$ cat src/gc2d_pkg.sv
package gc2d_pkg;

  localparam int unsigned MaxChannels = 16;
  localparam int unsigned MaxKernel   = 7;
  localparam int unsigned MaxHeight   = 32;
  localparam int unsigned MaxWidth    = 32;
  localparam int unsigned DataWidth   = 16;
  localparam int unsigned AccWidth    = 48;

  // Stores are laid out on power-of-two strides: oc, ic, kernel row, kernel col
  // for weights and ic, row, col for pixels.
  localparam int unsigned WAddrWidth = 14;
  localparam int unsigned XAddrWidth = 14;
  localparam int unsigned StoreDepth = 16384;

  typedef enum logic [1:0] {
    CMD_LOAD_W  = 2'd0,
    CMD_LOAD_X  = 2'd1,
    CMD_COMPUTE = 2'd2,
    CMD_NONE    = 2'd3
  } cmd_e;

  typedef enum logic [2:0] {
    REG_IN_CH   = 3'd0,
    REG_OUT_CH  = 3'd1,
    REG_GROUPS  = 3'd2,
    REG_KERNEL  = 3'd3,
    REG_STRIDE  = 3'd4,
    REG_PAD     = 3'd5,
    REG_HEIGHT  = 3'd6,
    REG_WIDTH   = 3'd7
  } reg_e;

  typedef struct packed {
    logic clear;
    logic valid;
    logic keep;
  } mac_ctl_t;

endpackage

$ cat src/gc2d_mac.sv
module gc2d_mac (
  input  logic                 clk_i,
  input  logic                 rst_ni,
  input  gc2d_pkg::mac_ctl_t   ctl_i,
  input  logic signed [15:0]   w_i,
  input  logic signed [15:0]   x_i,
  output logic signed [47:0]   acc_o,
  output logic                 busy_o
);
  import gc2d_pkg::*;

  logic signed [31:0] prod_q;
  logic               prod_v_q;
  logic               keep_q;
  logic signed [47:0] acc_q;

  // Padded taps are dropped at the product stage.
  always_ff @(posedge clk_i or negedge rst_ni) begin
    if (!rst_ni) begin
      prod_v_q <= 1'b0;
      keep_q   <= 1'b0;
    end else begin
      prod_v_q <= ctl_i.valid;
      keep_q   <= ctl_i.keep;
    end
  end

  always_ff @(posedge clk_i) begin
    prod_q <= w_i * x_i;
    if (ctl_i.clear) begin
      acc_q <= '0;
    end else if (prod_v_q && keep_q) begin
      acc_q <= acc_q + 48'(prod_q);
    end
  end

  assign acc_o  = acc_q;
  assign busy_o = prod_v_q;

endmodule

$ cat config.mk
export PLATFORM = sky130hd
export DESIGN_NAME = gc2d_mac
export DESIGN_NICKNAME = d
export VERILOG_FILES = /design/src/gc2d_pkg.sv /design/src/gc2d_mac.sv
export SDC_FILE = /design/constraint.sdc
export NUM_CORES = 1
export LEC_CHECK = 0
export ABC_CLOCK_PERIOD_IN_PS = 3310
export BUFFER_PORTS_ARGS = -buffer_cell sky130_fd_sc_hd__buf_2
export CAP_MARGIN = 5
export CORE_MARGIN = 2
export CORE_UTILIZATION = 45
export CTS_CLUSTER_DIAMETER = 150
export DETAILED_ROUTE_END_ITERATION = 7
export GPL_TIMING_DRIVEN = 1
export SLEW_MARGIN = 20
export SYNTH_ARGS = -nofsm -noshare
export SYNTH_HDL_FRONTEND = slang
export SYNTH_SLANG_ARGS = --single-unit
export TNS_END_PERCENT = 20
$ cat constraint.sdc
create_clock -name clk_i -period 3.31 [get_ports clk_i]
set_input_delay 0.1655 -clock clk_i [delete_from_list [all_inputs] [get_ports clk_i]]
set_output_delay 0.1655 -clock clk_i [all_outputs]
set_load 0.05 [all_outputs]
==> results of run 1 <==
[placed cells by master, fill, tap and decap left out, drive strengths merged, types with 39 or more instances in the layout]
cell type  synthesis  layout
inv              340     340
buf                6     272
fa               263     263
nand2            236     236
ha               129     129
and2             129     129
a21oi            117     117
dfxtp             80      80
xnor2             59      59
nor2              55      55
o21ai             39      39
[layer usage]
layer  wire length [µm]  global-route usage, %
met1              16500                   29.0
met2              17000                   38.3
met3               1310                   2.28
met5                  0                      0
met4                410                   4.03
[sequential cells by signal (all words and copies together) (netlist names)]
signal  cells
acc_o      48
keep_q      1
busy_o      1
prod_q     32
[cell type report]
type	instances	area, µm²	share of cell area (%)
inverter	340	1280	7.09
tap	442	553	3.07
multi-input combinational	1230	12100	67.3
clock buffer	15	288	1.60
sequential	82	1650	9.18
timing repair buffer	278	2090	11.6
clock inverter	1	30.0	0.167
[worst max-delay path: cells and delay by family]
family | cells | cell delay [ns]
buffers and inverters | 5 | 0.52
adders and majority gates | 7 | 3.24
AOI/OAI and AO/OA | 9 | 1.46
xor gates and xnor gates | 1 | 0.13
and+or+nand+nor | 1 | 0.09
[cells in the mapped netlist, types with 6 or more instances]
cell | instances | share of area (%)
nand4_1 | 13 | 0.55
xnor2_1 | 59 | 3.5
nor2b_1 | 13 | 0.55
a21o_1 | 27 | 1.4
nand3_1 | 9 | 0.30
nand2_1 | 236 | 6.0
inv_1 | 340 | 8.6
nand2b_1 | 11 | 0.46
and2_1 | 128 | 5.4
o21a_1 | 10 | 0.51
o21bai_1 | 19 | 0.96
o21ai_1 | 9 | 0.30
o21ai_0 | 30 | 1.0
ha_1 | 129 | 11
a211oi_1 | 8 | 0.41
xor2_1 | 16 | 0.95
nor2_1 | 55 | 1.4
nor3_1 | 8 | 0.27
dfxtp_1 | 80 | 11
fa_1 | 263 | 36
a21oi_1 | 116 | 3.9
a31oi_1 | 6 | 0.25
clkbuf_1 | 60 | 1.5
[cell families (layout without fill, tap and decap cells)]
logic type	count (synthesis)	count (layout)	synth area share, %
XOR/XNOR	75	75	4.44
adder cells (fa/ha/maj)	392	392	46.5
AND/OR/NAND/NOR	498	498	16.3
multiplexers	2	2	0.144
AO/OA/AOI/OAI	263	263	11.1
flip-flops	82	82	11.2
buffers and inverters	406	634	10.4
[stage by stage]
step	TNS [ns]	worst slack, ns	cells	area, µm²
after floorplan	-36.65	-2.12	1718	15100
after CTS	-35.48	-2.08	2383	17700
after global routing	-40.45	-2.26	2388	18000
final	-35.29	-2.02	2388	18000
after global placement	-47.35	-2.53	2354	17000
after detailed placement	-47.61	-2.63	2354	17000
[what timing repair did]
| item | 4_1_cts | 5_1_grt |
|---|---|---|
| gates resized for setup | 66 | 73 |
| setup buffers | 10 | 6 |
| endpoints found under the hold margin | 4 | 0 |
| setup endpoints to repair | 26 | 35 |
| hold buffers | 3 | 0 |
| pin swaps | 40 | 45 |
[final timing paths]
check,cells after the start,slack [ns],end
min reg2reg,2,0.47,acc_o[32]
max reg2reg,12,0.08,acc_o[47]
max,23,-2.02,prod_q[30]
max in group asynchronous,2,3.07,busy_o
min in group clk_i,2,0.26,prod_q[0]
min,2,0.13,keep_q
==> results.md, run 1 <==
- Die height: 185 µm
- Clock Path Buffers: 2
- First-pass GRT wire length: 60.0 mm
- Share of layout cells above drive strength 1: 21.2%
- Row count: 66
- Outcome: complete, but fails checks
- Max_cap viols: 0
- DIE WIDTH: 185 µm
- Mapped Cells: 1,718
- Ys Warns: 0
- Crit path launch: w_i[12]
- Normalized max-slew margin: 37.1%
- Yosys cell types: 66
- Sequential area share after synthesis: 11.2%
- # clock sinks: 82
- Fin Hold WS: 0.135 ns
- Fill count: 3,026
- CP most frequent cell: fa_1
- Final hold vios: 0
- Setup violators final: 25
- Initial antenna violation count: 0
- Ports: 86
- DR iter-0 viols: 463
- Failing checks: negative setup slack
- Setup repair after global routing missed its margin: true
- Reg2reg start: acc_o[10]
- Diodes inserted: 0
- Number of flops mapped to enable cells by yosys: 0
- TritonRoute pass-1 iters: 4
- Hpwl dp: 29.9 mm
- Final ANT Viol Nets: 0
- Worst Max-Slew Pin Slew: 0.944 ns
- #FFs+latches synth: 82
- Final nets: 2,370
- Crit share post-route: 161%
- Max Slew Vio Count: 0
- Setup Crit Path Kind: in -> reg
- # DRC: 0
- Clock transition at path regs: 0.06 ns
- Area grow syn2layout: 21.7%
- Critical path data arrival time: 5.60 ns
- Final WS setup: -2.02 ns
- Mean area per synthesized cell: 8.62 µm²
- TritonCTS clock tree: done
- Starting density of the core: 45.6%
- Crit-path cells: buf_2 > buf_4 > nand2_1 > fa_1 > inv_1 > fa_1 > fa_1 > fa_1 > fa_1 > inv_1 > fa_1 > inv_1 > ha_4 > a21o_1 > a21o_1 > a21oi_2 > o21bai_1 > a21oi_2 > o31ai_4 > a221oi_2 > o21bai_1 > a21oi_2 > xnor2_1
- Max incr delay on CP: 0.55 ns
- Clk_lat worst skew: 0.34 ns
- Final core utilization: 55.5%
- Syn nets: 2,147
- IO buf count: 85
- Global Route Usage Sum: 21.7%
- Post-synth top flop: dfxtp_1
- WP data required: 3.58 ns
- Via/cell ratio: 4.96
- Worst Path Max Fanout: 7
- Total grt overflow: 0
- Hold Path Class: in -> async
- TritonCTS Buffers: 9
- Crit start category: input port
- H-tree depth: 3
- Vias in the first global route: 12.5k
- CP max stage cell: fa_1
- Root buf cell: clkbuf_16
- Fin crit period: 5.33 ns
- Crit path capture type: flop
- Synth async-reset ratio: 2.44%
- Largest net degree at the start of global routing: 46
- Die ar.: 34,400 µm²
- Wire per inst: 14.7 µm
- Gpl congestion: 0.888
- Final wirelength: 35.2 mm
- Routed via count: 11.9k
- Final setup skew: 0.00759 ns
- CORE AREA: 32,500 µm²
- Fmax: 0.188 GHz
- Cell area after synthesis: 14,800 µm²
Power of run 1 is not shown: default switching activity piles up to over one toggle a cycle in this logic, so the estimate is an artifact.
==> run 2: changes to the inputs <==
==> constraint.sdc (replaced) <==
create_clock -name clk_i -period 3.31 [get_ports clk_i]
set_input_delay 0.1655 -clock clk_i [delete_from_list [all_inputs] [get_ports clk_i]]
set_output_delay 0.1655 -clock clk_i [all_outputs]
set_load 0.1 [all_outputs]
==> run 2 against run 1 <==
Effect of this change:
- the run still ends with negative setup slack left
- sequential share of layout area decreased by 0.076 points
- utilization up 0.38 points
- routed wire length is 2.9% higher
- cell area up 0.68%
- flip-flop and latch count unchanged
- first-iteration DRC count up 7.3%
- clock skew grew 0.0038 ns
- global-route usage up 0.55 points
- via count increased by 0.26%
- critical path type unchanged
- highest routed layer unchanged
==> results.md, run 2 (synthesized netlist as in run 1, its figures left out) <==
- Outcome: complete, but fails checks
- Failing checks: negative setup slack
- Final core utilization: 55.9% (+0.38 points)
- Crit start category: input port
- Setup Crit Path Kind: in -> reg
- DP Area: 17,000 µm² (+0.25%)
- Max Slew Vio Count: 0 (unchanged)
- IO buf count: 85 (unchanged)
- Max incr delay on CP: 0.56 ns (about the same)
- Buffer and inverter count on the worst path: 5 (unchanged)
- Normalized max-slew margin: 39.9% (+2.8 points)
- Wire per inst: 15.2 µm (+2.9%)
- H-tree depth: 3 (unchanged)
- Hold Path Class: in -> async
- Diodes inserted: 0 (unchanged)
- Starting density of the core: 45.6% (unchanged)
- Worst Max-Slew Pin Slew: 0.900 ns (-0.0445 ns)
- Root buf cell: clkbuf_16
- Fin Hold WS: 0.135 ns (-0.0000470 ns)
- DR iter-0 viols: 497 (+7.3%)
- Met2 WL post-DR: 17.6 mm (+3.8%)
- Share of layout cells above drive strength 1: 21.7% (+0.44 points)
- Fill count: 3,005 (-0.69%)
- WP data required: 3.58 ns (about the same)
- Crit-path cells: buf_12 > and2_4 > fa_1 > inv_2 > fa_2 > fa_2 > fa_1 > inv_2 > fa_1 > inv_1 > fa_1 > inv_2 > ha_4 > a21o_1 > a21oi_2 > o21ai_2 > a211oi_2 > o21ai_1 > o211ai_1 > o31ai_2 > a221oi_2 > o21bai_1 > a21oi_2 > xnor2_1
- Total grt overflow: 0 (unchanged)
- Met3 WL: 1.35 mm (+2.5%)
- Final ANT Viol Nets: 0 (unchanged)
- Final setup skew: 0.0114 ns (+0.00379 ns)
- Worst Path Max Fanout: 6 (-1)
- Setup violators final: 25 (unchanged)
- Reg2Reg Setup Slack: 0.10 ns (+0.02 ns)
- Row count: 66 (unchanged)
- Crit share post-route: 162% (+1.0 points)
- Clk_lat worst skew: 0.34 ns (about the same)
- Crit-path leading delay family: adder cells
- Critical path data arrival time: 5.64 ns (+0.04 ns)
- Crit path capture type: flop
- Final hold vios: 0 (unchanged)
- Post-Layout Cell Count: 2,390 (+0.084%)
- Reg2reg start: acc_o[0]
- # clock sinks: 82 (unchanged)
- DIE WIDTH: 185 µm (unchanged)
- Hpwl dp: 30.4 mm (+1.4%)
- First-pass GRT wire length: 61.4 mm (+2.3%)
- Met1 Wirelength: 16.9 mm (+2.7%)
- Crit path launch: x_i[5]
- Ports: 86 (unchanged)
- Most frequent cells in the layout: 326 x inv_1, 253 x fa_1, 230 x nand2_1, 177 x buf_4, 112 x and2_1
- Via/cell ratio: 4.97 (+0.18%)
- Gpl congestion: 0.877 (-1.3%)
- Final wirelength: 36.2 mm (+2.9%)
- Final WS setup: -2.06 ns (-0.0343 ns)
- Placed Instances: 2,358 (+0.17%)
- Largest net degree at the start of global routing: 46 (unchanged)
- CORE AREA: 32,500 µm² (unchanged)
- TritonCTS clock tree: done
- Fmax: 0.186 GHz (-0.64%)
- CP most frequent cell: fa_1
- Max_cap viols: 0 (unchanged)
- Clock Path Buffers: 2 (unchanged)
- TritonRoute pass-1 iters: 5 (+1)
- Routed via count: 11.9k (+0.26%)
- # DRC: 0 (unchanged)
- CP max stage cell: fa_1
- Die height: 185 µm (unchanged)
- Max reg flops: 48 (unchanged)
- Die ar.: 34,400 µm² (unchanged)
- Highest routed layer: met4
- Most common cell after layout, fill and taps aside: inv_1
- Final nets: 2,372 (+0.084%)
- Initial antenna violation count: 0 (unchanged)
- Clock transition at path regs: 0.06 ns (about the same)
- Vias in the first global route: 12.6k (+0.66%)
- Global Route Usage Sum: 22.2% (+0.55 points)
- Setup repair after global routing missed its margin: true
- Final Instance Area: 18,100 µm² (+0.68%)
- Fin crit period: 5.37 ns (+0.0343 ns)
- TritonCTS Buffers: 9 (unchanged)
- Area grow syn2layout: 22.5%
[run 2: metrics by stage]
stage	setup slack [ns]	TNS, ns
floorplan	-2.12	-38.08
global route	-2.29	-40.73
detailed placement	-2.62	-48.18
finish	-2.06	-36.10
CTS	-2.00	-35.03
global placement	-2.53	-46.95
[run 2: worst paths after layout]
kind / endpoint / cells after the start
min: keep_q / 2
max in group asynchronous: busy_o / 2
max: prod_q[30] / 24
min reg2reg: acc_o[40] / 2
min in group clk_i: prod_q[0] / 2
max reg2reg: acc_o[32] / 14
[run 2: cell type report]
class	instances	area [µm²]	share of cell area (%)
Clock buffer	10	229	1.26
Clock inverter	6	115	0.635
Inverter	340	1280	7.04
Multi-Input combinational cell	1230	12200	67.2
Sequential cell	82	1650	9.11
Tap cell	442	553	3.05
Timing Repair Buffer	280	2130	11.7
[run 2: timing repair]
| action | in CTS | in global routing |
|---|---|---|
| hold buffers | 3 | 0 |
| gates cloned | 1 | 0 |
| setup endpoints to repair | 25 | 32 |
| resized for setup | 87 | 53 |
| setup buffers | 6 | 6 |
| endpoints found under the hold margin | 4 | 0 |
| pin swaps | 52 | 51 |
[run 2: routing by layer]
metal	global-route usage [%]	vias up
met2	39.0	184
li1	-	5776
met1	30.0	5902
met3	2.63	23
met4	3.37	0
met5	0	-
[run 2: worst reg2reg max path: stages, from the launching register on]
cell and delay (ns):
dfxtp_1 0.36, ha_1 0.18, inv_1 0.05, fa_1 0.38, nor2b_1 0.16, o31a_1 0.21
o41ai_1 0.11, o21ai_1 0.29, a31oi_2 0.23, o311a_1 0.44, o31ai_1 0.25, a21oi_1 0.12
xnor2_1 0.14, nand2_1 0.06, a21oi_1 0.14
Power of run 2 is left out for the same reason.
